**src/rtl/json_string_escaper_utf8_check_assert.svh**
```systemverilog
// ----------------------------------------------------------------------------
// JSON string escaper assertion macros
// Shared concurrent assertion forms, clocked on clk, idle in reset.
// ----------------------------------------------------------------------------
`ifndef JSON_STRING_ESCAPER_UTF8_CHECK_ASSERT_SVH
`define JSON_STRING_ESCAPER_UTF8_CHECK_ASSERT_SVH

// same-cycle implication
`define JSESC_ASSERT_IMP(label, ante, cons, msg) \
    label: assert property (@(posedge clk) disable iff (!rst_n) (ante) |-> (cons)) \
        else $error(msg);

// next-cycle implication
`define JSESC_ASSERT_NXT(label, ante, cons, msg) \
    label: assert property (@(posedge clk) disable iff (!rst_n) (ante) |=> (cons)) \
        else $error(msg);

`endif

```
**src/rtl/jsesc_pkg.sv**
```systemverilog
// ----------------------------------------------------------------------------
// JSON string escaper package
// Controller states, command and status groups, character constants.
// ----------------------------------------------------------------------------
package jsesc_pkg;

    localparam int BURST_DEPTH = 6;
    localparam int QUEUE_DEPTH = 4;
    localparam int HELD_DEPTH  = 3;

    typedef enum logic [1:0] {
        ST_IDLE,
        ST_FEED,
        ST_FINISH,
        ST_END
    } jsesc_state_t;

    typedef struct packed {
        logic start;
        logic feed;
        logic fail;
        logic close;
        logic flush;
    } jsesc_cmd_t;

    typedef struct packed {
        logic burst_empty;
        logic pq_empty;
        logic held_empty;
        logic fin_req;
        logic flush_ok;
    } jsesc_stat_t;

    localparam logic [7:0] CH_QUOTE   = 8'h22;
    localparam logic [7:0] CH_BSLASH  = 8'h5C;
    localparam logic [7:0] CH_BS      = 8'h08;
    localparam logic [7:0] CH_FF      = 8'h0C;
    localparam logic [7:0] CH_LF      = 8'h0A;
    localparam logic [7:0] CH_CR      = 8'h0D;
    localparam logic [7:0] CH_TAB     = 8'h09;
    localparam logic [7:0] LTR_B      = 8'h62;
    localparam logic [7:0] LTR_F      = 8'h66;
    localparam logic [7:0] LTR_N      = 8'h6E;
    localparam logic [7:0] LTR_R      = 8'h72;
    localparam logic [7:0] LTR_T      = 8'h74;
    localparam logic [7:0] LTR_U      = 8'h75;
    localparam logic [7:0] LTR_ZERO   = 8'h30;
    localparam logic [7:0] CTRL_LIMIT = 8'h20;

    localparam logic [7:0] HEX_DIGITS [16] = '{
        8'h30, 8'h31, 8'h32, 8'h33, 8'h34, 8'h35, 8'h36, 8'h37,
        8'h38, 8'h39, 8'h61, 8'h62, 8'h63, 8'h64, 8'h65, 8'h66
    };

    localparam logic [7:0] LEAD_C2  = 8'hC2;
    localparam logic [7:0] LEAD_DF  = 8'hDF;
    localparam logic [7:0] LEAD_E0  = 8'hE0;
    localparam logic [7:0] LEAD_ED  = 8'hED;
    localparam logic [7:0] LEAD_EF  = 8'hEF;
    localparam logic [7:0] LEAD_F0  = 8'hF0;
    localparam logic [7:0] LEAD_F4  = 8'hF4;
    localparam logic [7:0] CONT_MIN = 8'h80;
    localparam logic [7:0] CONT_MAX = 8'hBF;
    localparam logic [7:0] CONT_MASK = 8'hC0;
    localparam logic [7:0] E0_MIN   = 8'hA0;
    localparam logic [7:0] ED_MAX   = 8'h9F;
    localparam logic [7:0] F0_MIN   = 8'h90;
    localparam logic [7:0] F4_MAX   = 8'h8F;

    localparam logic [7:0] REPL_B0 = 8'hEF;
    localparam logic [7:0] REPL_B1 = 8'hBF;
    localparam logic [7:0] REPL_B2 = 8'hBD;

endpackage

```
**src/rtl/jsesc_ctrl.sv**
```systemverilog
// ----------------------------------------------------------------------------
// JSON string escaper controller
// Sequences accept, feed, finish and flush actions on the datapath.
// ----------------------------------------------------------------------------
module jsesc_ctrl (
    input  logic                  clk,
    input  logic                  rst_n,
    input  logic                  s_tvalid,
    output logic                  s_tready,
    input  jsesc_pkg::jsesc_stat_t stat,
    output jsesc_pkg::jsesc_cmd_t  cmd
);
    import jsesc_pkg::*;

    jsesc_state_t state_reg;
    jsesc_state_t state_next;

    always_ff @(posedge clk or negedge rst_n)
    begin
        if (!rst_n)
        begin
            state_reg <= ST_IDLE;
        end
        else
        begin
            state_reg <= state_next;
        end
    end

    always_comb
    begin
        state_next = state_reg;
        case (state_reg)
            ST_IDLE:
            begin
                if (s_tvalid)
                begin
                    state_next = ST_FEED;
                end
            end
            ST_FEED:
            begin
                if (stat.pq_empty)
                begin
                    state_next = stat.fin_req ? ST_FINISH : ST_END;
                end
            end
            ST_FINISH:
            begin
                if (stat.burst_empty)
                begin
                    state_next = stat.held_empty ? ST_END : ST_FEED;
                end
            end
            ST_END:
            begin
                if (stat.burst_empty && stat.flush_ok)
                begin
                    state_next = ST_IDLE;
                end
            end
            default:
            begin
                state_next = ST_IDLE;
            end
        endcase
    end

    always_comb
    begin
        s_tready  = 1'b0;
        cmd       = '0;
        case (state_reg)
            ST_IDLE:
            begin
                s_tready  = 1'b1;
                cmd.start = s_tvalid;
            end
            ST_FEED:
            begin
                cmd.feed = !stat.pq_empty && stat.burst_empty;
            end
            ST_FINISH:
            begin
                cmd.fail  = stat.burst_empty && !stat.held_empty;
                cmd.close = stat.burst_empty && stat.held_empty;
            end
            ST_END:
            begin
                cmd.flush = stat.burst_empty && stat.flush_ok;
            end
            default:
            begin
                cmd = '0;
            end
        endcase
    end

endmodule

```
**src/rtl/jsesc_dp.sv**
```systemverilog
// ----------------------------------------------------------------------------
// JSON string escaper datapath
// Feed queue, UTF-8 hold buffer, escape burst, one-word stage and output word.
// ----------------------------------------------------------------------------
`include "json_string_escaper_utf8_check_assert.svh"

module jsesc_dp (
    input  logic                  clk,
    input  logic                  rst_n,
    input  jsesc_pkg::jsesc_cmd_t  cmd,
    output jsesc_pkg::jsesc_stat_t stat,
    input  logic [7:0]            s_tdata,
    input  logic                  s_tlast,
    input  logic                  s_tuser,
    output logic                  m_tvalid,
    input  logic                  m_tready,
    output logic [7:0]            m_tdata,
    output logic                  m_tlast
);
    import jsesc_pkg::*;

    typedef struct packed {
        logic [BURST_DEPTH-1:0][7:0] bytes;
        logic [2:0]                  cnt;
    } burst_t;

    function automatic burst_t esc_burst(input logic [7:0] c);
        burst_t r;
        r          = '0;
        r.cnt      = 3'd2;
        r.bytes[0] = CH_BSLASH;
        case (c)
            CH_QUOTE:  r.bytes[1] = CH_QUOTE;
            CH_BSLASH: r.bytes[1] = CH_BSLASH;
            CH_BS:     r.bytes[1] = LTR_B;
            CH_FF:     r.bytes[1] = LTR_F;
            CH_LF:     r.bytes[1] = LTR_N;
            CH_CR:     r.bytes[1] = LTR_R;
            CH_TAB:    r.bytes[1] = LTR_T;
            default:
            begin
                if (c < CTRL_LIMIT)
                begin
                    r.bytes[1] = LTR_U;
                    r.bytes[2] = LTR_ZERO;
                    r.bytes[3] = LTR_ZERO;
                    r.bytes[4] = HEX_DIGITS[c[7:4]];
                    r.bytes[5] = HEX_DIGITS[c[3:0]];
                    r.cnt      = 3'd6;
                end
                else
                begin
                    r.bytes[0] = c;
                    r.cnt      = 3'd1;
                end
            end
        endcase
        return r;
    endfunction

    function automatic logic [2:0] lead_need(input logic [7:0] c);
        logic [2:0] n;
        case (c) inside
            [LEAD_C2:LEAD_DF]: n = 3'd2;
            [LEAD_E0:LEAD_EF]: n = 3'd3;
            [LEAD_F0:LEAD_F4]: n = 3'd4;
            default:           n = 3'd0;
        endcase
        return n;
    endfunction

    function automatic logic fits_pos(input logic [7:0] lead, input logic [1:0] p,
                                      input logic [7:0] b);
        logic r;
        r = ((b & CONT_MASK) == CONT_MIN);
        if (p == 2'd1)
        begin
            case (lead)
                LEAD_E0: r = (b >= E0_MIN) && (b <= CONT_MAX);
                LEAD_ED: r = (b >= CONT_MIN) && (b <= ED_MAX);
                LEAD_F0: r = (b >= F0_MIN) && (b <= CONT_MAX);
                LEAD_F4: r = (b >= CONT_MIN) && (b <= F4_MAX);
                default: r = ((b & CONT_MASK) == CONT_MIN);
            endcase
        end
        return r;
    endfunction

    logic [BURST_DEPTH-1:0][7:0] burst_reg, burst_next;
    logic [2:0]                  burst_cnt_reg, burst_cnt_next;
    logic [QUEUE_DEPTH-1:0][7:0] pq_reg, pq_next;
    logic [2:0]                  pq_cnt_reg, pq_cnt_next;
    logic [HELD_DEPTH-1:0][7:0]  held_reg, held_next;
    logic [1:0]                  hc_reg, hc_next;
    logic [2:0]                  need_reg, need_next;
    logic                        inside_reg, inside_next;
    logic                        fin_req_reg, fin_req_next;
    logic                        empty_reg, empty_next;
    logic [7:0]                  stage_byte_reg, stage_byte_next;
    logic                        stage_valid_reg, stage_valid_next;
    logic [7:0]                  out_byte_reg, out_byte_next;
    logic                        out_last_reg, out_last_next;
    logic                        out_valid_reg, out_valid_next;

    logic       out_free;
    logic       shift_en;
    logic [7:0] fb;
    logic [1:0] pos;
    logic       fit;
    logic [2:0] need_v;
    logic       do_fail;
    logic       complete;
    burst_t     esc_v;
    burst_t     ld;
    logic       ld_en;

    always_comb
    begin
        out_free = !out_valid_reg || m_tready;
        shift_en = (burst_cnt_reg != 3'd0) && (!stage_valid_reg || out_free);
        fb       = pq_reg[0];
        pos      = hc_reg;
        fit      = fits_pos(held_reg[0], pos, fb);
        need_v   = lead_need(fb);
        esc_v    = esc_burst(fb);
        complete = (({1'b0, pos} + 3'd1) >= need_reg);
        do_fail  = cmd.fail || (cmd.feed && (pos != 2'd0) && !fit);

        burst_next       = burst_reg;
        burst_cnt_next   = burst_cnt_reg;
        pq_next          = pq_reg;
        pq_cnt_next      = pq_cnt_reg;
        held_next        = held_reg;
        hc_next          = hc_reg;
        need_next        = need_reg;
        inside_next      = inside_reg;
        fin_req_next     = fin_req_reg;
        empty_next       = empty_reg;
        stage_byte_next  = stage_byte_reg;
        stage_valid_next = stage_valid_reg;
        out_byte_next    = out_byte_reg;
        out_last_next    = out_last_reg;
        out_valid_next   = out_valid_reg && !m_tready;
        ld               = '0;
        ld_en            = 1'b0;

        // advance the stage word to the output register
        if (shift_en && stage_valid_reg)
        begin
            out_valid_next = 1'b1;
            out_byte_next  = stage_byte_reg;
            out_last_next  = 1'b0;
        end
        if (cmd.flush && stage_valid_reg)
        begin
            out_valid_next   = 1'b1;
            out_byte_next    = stage_byte_reg;
            out_last_next    = 1'b1;
            stage_valid_next = 1'b0;
        end
        if (shift_en)
        begin
            burst_next       = burst_reg >> 8;
            burst_cnt_next   = burst_cnt_reg - 3'd1;
            stage_byte_next  = burst_reg[0];
            stage_valid_next = 1'b1;
        end

        if (cmd.start)
        begin
            pq_next[0]   = s_tdata;
            pq_cnt_next  = s_tuser ? 3'd0 : 3'd1;
            empty_next   = s_tuser;
            fin_req_next = s_tuser ? inside_reg : s_tlast;
            if (!inside_reg)
            begin
                ld_en       = 1'b1;
                ld.bytes[0] = CH_QUOTE;
                ld.bytes[1] = CH_QUOTE;
                ld.cnt      = s_tuser ? 3'd2 : 3'd1;
                inside_next = !s_tuser;
            end
        end

        if (cmd.feed && !do_fail)
        begin
            pq_next     = pq_reg >> 8;
            pq_cnt_next = pq_cnt_reg - 3'd1;
            if (pos == 2'd0)
            begin
                if (fb[7])
                begin
                    if (need_v == 3'd0)
                    begin
                        ld_en       = 1'b1;
                        ld.bytes[0] = REPL_B0;
                        ld.bytes[1] = REPL_B1;
                        ld.bytes[2] = REPL_B2;
                        ld.cnt      = 3'd3;
                    end
                    else
                    begin
                        held_next[0] = fb;
                        hc_next      = 2'd1;
                        need_next    = need_v;
                    end
                end
                else
                begin
                    ld_en = 1'b1;
                    ld    = esc_v;
                end
            end
            else if (complete)
            begin
                ld_en       = 1'b1;
                hc_next     = 2'd0;
                need_next   = 3'd0;
                ld.bytes[0] = held_reg[0];
                case (pos)
                    2'd1:
                    begin
                        ld.bytes[1] = fb;
                        ld.cnt      = 3'd2;
                    end
                    2'd2:
                    begin
                        ld.bytes[1] = held_reg[1];
                        ld.bytes[2] = fb;
                        ld.cnt      = 3'd3;
                    end
                    default:
                    begin
                        ld.bytes[1] = held_reg[1];
                        ld.bytes[2] = held_reg[2];
                        ld.bytes[3] = fb;
                        ld.cnt      = 3'd4;
                    end
                endcase
            end
            else
            begin
                held_next[pos] = fb;
                hc_next        = pos + 2'd1;
            end
        end

        // replace the lead, requeue the bytes held after it
        if (do_fail)
        begin
            ld_en       = 1'b1;
            ld.bytes[0] = REPL_B0;
            ld.bytes[1] = REPL_B1;
            ld.bytes[2] = REPL_B2;
            ld.cnt      = 3'd3;
            hc_next     = 2'd0;
            need_next   = 3'd0;
            case (hc_reg)
                2'd2:
                begin
                    pq_next     = {pq_reg[2:0], held_reg[1]};
                    pq_cnt_next = pq_cnt_reg + 3'd1;
                end
                2'd3:
                begin
                    pq_next     = {pq_reg[1:0], held_reg[2], held_reg[1]};
                    pq_cnt_next = pq_cnt_reg + 3'd2;
                end
                default:
                begin
                    pq_next     = pq_reg;
                    pq_cnt_next = pq_cnt_reg;
                end
            endcase
        end

        if (cmd.close)
        begin
            ld_en       = 1'b1;
            ld.bytes[0] = CH_QUOTE;
            ld.bytes[1] = CH_QUOTE;
            ld.bytes[2] = CH_QUOTE;
            ld.cnt      = empty_reg ? 3'd3 : 3'd1;
            inside_next = 1'b0;
        end

        if (ld_en)
        begin
            burst_next     = ld.bytes;
            burst_cnt_next = ld.cnt;
        end
    end

    always_ff @(posedge clk or negedge rst_n)
    begin
        if (!rst_n)
        begin
            burst_cnt_reg   <= '0;
            pq_cnt_reg      <= '0;
            hc_reg          <= '0;
            need_reg        <= '0;
            inside_reg      <= 1'b0;
            fin_req_reg     <= 1'b0;
            empty_reg       <= 1'b0;
            stage_valid_reg <= 1'b0;
            out_valid_reg   <= 1'b0;
        end
        else
        begin
            burst_cnt_reg   <= burst_cnt_next;
            pq_cnt_reg      <= pq_cnt_next;
            hc_reg          <= hc_next;
            need_reg        <= need_next;
            inside_reg      <= inside_next;
            fin_req_reg     <= fin_req_next;
            empty_reg       <= empty_next;
            stage_valid_reg <= stage_valid_next;
            out_valid_reg   <= out_valid_next;
        end
    end

    always_ff @(posedge clk)
    begin
        burst_reg      <= burst_next;
        pq_reg         <= pq_next;
        held_reg       <= held_next;
        stage_byte_reg <= stage_byte_next;
        out_byte_reg   <= out_byte_next;
        out_last_reg   <= out_last_next;
    end

    assign stat.burst_empty = (burst_cnt_reg == 3'd0);
    assign stat.pq_empty    = (pq_cnt_reg == 3'd0);
    assign stat.held_empty  = (hc_reg == 2'd0);
    assign stat.fin_req     = fin_req_reg;
    assign stat.flush_ok    = !stage_valid_reg || out_free;

    assign m_tvalid = out_valid_reg;
    assign m_tdata  = out_byte_reg;
    assign m_tlast  = out_last_reg;

    `JSESC_ASSERT_IMP(a_load_on_empty_burst, (cmd.feed || cmd.fail || cmd.close),
        (burst_cnt_reg == 3'd0), "burst loaded while still draining")
    `JSESC_ASSERT_IMP(a_byte_budget, 1'b1,
        (({1'b0, hc_reg} + pq_cnt_reg) <= 3'd4), "held and queued bytes exceed four")
    `JSESC_ASSERT_NXT(a_flush_clears_stage, cmd.flush,
        (!stage_valid_reg), "stage word left after flush")
    `JSESC_ASSERT_IMP(a_start_idle_dp, cmd.start,
        (pq_cnt_reg == 3'd0 && hc_reg == 2'd0 || pq_cnt_reg == 3'd0) && !stage_valid_reg,
        "item started with work pending")

endmodule

```
**src/rtl/json_string_escaper_utf8_check.sv**
```systemverilog
// ----------------------------------------------------------------------------
// JSON string escaper with UTF-8 check - top level
// Path: an accepted byte goes through the feed queue, the escape burst, the
// stage word and the output word; a held or failed UTF-8 lead delays it.
// A new item is accepted only after the previous one has been flushed
// to the output word; m_tready low stalls the input.
// Reset clears all control state; the first item is taken right after.
// ----------------------------------------------------------------------------
module json_string_escaper_utf8_check (
    input  logic       clk,
    input  logic       rst_n,
    input  logic       s_tvalid,
    output logic       s_tready,
    input  logic [7:0] s_tdata,   // [7:0] in_byte
    input  logic       s_tlast,
    input  logic       s_tuser,   // [0] empty_string
    output logic       m_tvalid,
    input  logic       m_tready,
    output logic [7:0] m_tdata,   // [7:0] out_byte
    output logic       m_tlast
);
    import jsesc_pkg::*;

    jsesc_cmd_t  cmd;
    jsesc_stat_t stat;

    jsesc_ctrl u_ctrl (
        .clk      (clk),
        .rst_n    (rst_n),
        .s_tvalid (s_tvalid),
        .s_tready (s_tready),
        .stat     (stat),
        .cmd      (cmd)
    );

    jsesc_dp u_dp (
        .clk      (clk),
        .rst_n    (rst_n),
        .cmd      (cmd),
        .stat     (stat),
        .s_tdata  (s_tdata),
        .s_tlast  (s_tlast),
        .s_tuser  (s_tuser),
        .m_tvalid (m_tvalid),
        .m_tready (m_tready),
        .m_tdata  (m_tdata),
        .m_tlast  (m_tlast)
    );

endmodule
```
**config.mk**
```make
export PLATFORM = sky130hd
export DESIGN_NAME = json_string_escaper_utf8_check
export DESIGN_NICKNAME = d
export VERILOG_FILES = /design/src/rtl/jsesc_pkg.sv /design/src/rtl/jsesc_ctrl.sv /design/src/rtl/jsesc_dp.sv /design/src/rtl/json_string_escaper_utf8_check.sv
export VERILOG_INCLUDE_DIRS = /design/src /design/src/rtl
export SDC_FILE = /design/constraint.sdc
export NUM_CORES = 1
export LEC_CHECK = 0
export ABC_AREA = 1
export BUFFER_PORTS_ARGS = -buffer_cell sky130_fd_sc_hd__buf_4
export CAP_MARGIN = 30
export CORE_MARGIN = 2
export CORE_UTILIZATION = 34
export CTS_CLUSTER_DIAMETER = 60
export DETAILED_ROUTE_END_ITERATION = 6
export PLACE_DENSITY = 0.61
export SETUP_SLACK_MARGIN = 0.05
export SLEW_MARGIN = 20
export SYNTH_ARGS = -nofsm -noshare
export SYNTH_HDL_FRONTEND = slang
export SYNTH_SLANG_ARGS = --single-unit
```
**constraint.sdc**
```tcl
create_clock -name clk -period 3.3 [get_ports clk]
set_clock_uncertainty 0.2 [all_clocks]
set_input_delay 0.495 -clock clk [delete_from_list [all_inputs] [get_ports clk]]
set_output_delay 0.495 -clock clk [all_outputs]
set_load 0.05 [all_outputs]
```
==> out/metrics.cfg <==
[timing]
max_freq_mhz=331
setup_slack_ns=0.282
maxSlewViolCount=0
finalSetupTns_ns=0
setup-violations-final=0
finalCriticalPeriod_ns=3.02
max_slew_margin_pct=67.3
rsz0062_at_grt=false
final_hold_viol_count=0
finalCritPeriodShare_pct=91.5
worst_pin_slew_ns=0.491

[yosys]
synth_top_flop_cell=edfxtp_1
synth_area_per_cell_sq_um=9.27
async_flop_share_pct=13.1
ys_ff_latch=137
yosysUniqueCellTypes=51
syn-instance-count=794
synth_top_area_share_pct=48.1
synth_edf_count=118
synth_fp_nets=831
netlist_area_sq_um=7360
yosys_warnings=0
yosysTopAreaCell=edfxtp_1
ys_seq_area_share_pct=54.5
synth.area.top_cells=edfxtp_1 48%, nand2_1 11%, dfrtp_1 6.1%
synthTopCellsByCount=209 x nand2_1, 118 x edfxtp_1, 85 x inv_1
yosysMostFrequentCell=nand2_1

[placed_design]
pre_cts_slack_ns=0.303
dp_hpwl_mm=13.8
post-place-cells=1104
io_buffers=24
gp_congestion=1.01

[finish]
register_area_sq_um=4010
stdcell_count=1137
drive_gt1_share_pct=15.1
fill_cells=2029
fin_nets=886
multi_input_area_sq_um=2830
largest_reg_flops=46
antenna_cells=0
syn_to_final_growth_pct=18.3

[critical_path]
slowest_delay_ns=0.65
rrSetupSlack_ns=0.28
slowest_stage=edfxtp_1
end_kind=register
cp.arrival_ns=2.96
crit_type=register to register
critPathLaunchType=register
path_max_fanout=10
crit_top_cell=nand2_1
worst_ep_required_time_ns=3.24
cp_cell_sequence=nand2_1, nor2_1, nand3_1, nand3_1, nand3_1, nand2_1, nand2_1, a21boi_2, nand2_1, nor3_1, buf_4

[cts]
clock_sinks=137
clock-root-buffer=clkbuf_16
numCtsBuffers=17
h-tree-depth=4
ctsLongestPathBuffers=2
cts_setup_buffers=0
tritoncts=done
clkLatencyLatePin_ns=0.43
clk_pin_slew_ns=0.06

[route]
vias=5837
drc_errors=0
wl_per_cell_um=16.8
drtIter0Drc=460
routed_wl_mm=19.1
dr.pass1.iters=7
via_per_inst=5.13
drtAntennaViolNets=0

[pwr]
peakVddDrop_mv=0.530
leakage_nw=3.69
pwr_density_cell_nw_per_um2=936

[global_routing]
grt_pass1_wl_mm=30.4
grt_max_degree=34
track_usage_pct=17.7
grt_pass1_vias=5545
overflow=0
antenna_found_initial=0

[floorplan]
die_h_um=151
ios=25
die_w_um=151
num_rows=53
dieArea_sq_um=22800
initial_core_util_pct=34.8
core_sq_um=21200

[status]
outcome=finished clean

[job]
maxCapViolCount=0

[min_path]
min_path_type=primary input to register

-- final cells by class --
class | instances | share of cell area, %
tap | 275 | 3.95
multi-input combinational | 530 | 32.5
inverter | 98 | 4.25
clock buffer | 17 | 4.89
clock inverter | 15 | 1.85
sequential | 137 | 46.1
timing repair buffer | 65 | 6.50
-- cell usage in the layout, fill, tap and decap left out, types with 3 or more instances in the layout --
| cell type | n |
|---|---|
| o21ai_0 | 43 |
| o211ai_1 | 18 |
| nor3_1 | 11 |
| a32o_1 | 11 |
| xor2_1 | 3 |
| buf_4 | 58 |
| nor2_1 | 59 |
| inv_2 | 9 |
| ha_1 | 22 |
| o21ai_1 | 10 |
| nand2_2 | 4 |
| a31oi_1 | 5 |
| nand3_1 | 47 |
| nor2_2 | 3 |
| inv_6 | 6 |
| nand4_1 | 8 |
| clkbuf_16 | 17 |
| o221ai_1 | 5 |
| edfxtp_1 | 118 |
| a22oi_1 | 3 |
| nand3b_1 | 3 |
| a21oi_1 | 30 |
| nand2_1 | 209 |
| buf_12 | 6 |
| a211oi_1 | 10 |
| clkinvlp_4 | 3 |
| clkinv_1 | 3 |
| inv_1 | 85 |
| dfrtp_1 | 18 |
-- layer usage --
metal | vias up | GRT usage, % | wire, um
met4 | 0 | 5.93 | 427
met1 | 2761 | 25.7 | 9320
met2 | 205 | 26.0 | 8230
met3 | 32 | 4.10 | 1090
li1 | 2839 | - | -
met5 | - | 0 | 0
-- worst paths after layout --
| check | cells past startpoint | endpoint | start |
|---|---|---|---|
| worst max-delay path | 11 | u_dp.held_reg[0]$_DFFE_PP_ | u_dp.fb[3]$_DFFE_PP_ |
| worst min-delay path | 4 | u_dp.m_tvalid$_DFF_PN0_ | m_tready |
| min in group asynchronous | 2 | u_dp.hc_reg[0]$_DFFE_PN0P_ | rst_n |
| worst max register to register | 11 | u_dp.held_reg[0]$_DFFE_PP_ | u_dp.fb[3]$_DFFE_PP_ |
| worst min register to register | 0 | u_dp.stage_byte_reg[4]$_DFFE_PP_ | u_dp.burst_reg[4]$_DFFE_PP_ |
| max in group asynchronous | 2 | u_dp.burst_cnt_reg[2]$_DFFE_PN0P_ | rst_n |
-- logic make-up after synthesis --
family | share of synthesized area [%]
mux | 0.136
xor+xnor | 0.357
simple gates | 21.3
fa+ha+maj | 3.91
buf+inv | 7.26
flops | 54.5
compound gates | 12.5
-- report_power, final --
group          switching [mW]  internal (mW)  total [mW]
clock                   0.824           1.07        1.89
combinational            2.17           1.07        3.23
sequential              0.246           2.77        3.02
-- worst max-delay path, delay by kind of cell (launching register included) --
kind,cells,cell delay (ns)
AO/OA/AOI/OAI,1,0.23
buffers and inverters,1,0.22
flip-flops,1,0.65
AND/OR/NAND/NOR,9,1.43
-- stage by stage --
step	power, mW	util [%]	hold WS (ns)	area, sq um
6_report	8.15	41.2	0.141	8710
5_1_grt	8.66	41.2	0.136	8710
4_1_cts	8.16	41.1	0.130	8700
3_5_place_dp	6.26	38.3	0.185	8110
3_3_place_gp	6.20	38.3	0.187	8110
2_1_floorplan	5.13	-	-0.000591	7370
-- timing repair --
action,4_1_cts,5_1_grt
hold endpoints to repair,18,0
resized for setup,0,1
setup endpoints to repair,0,2
hold buffers,1,0
No activity file was read; power rests on OpenSTA's default activity.
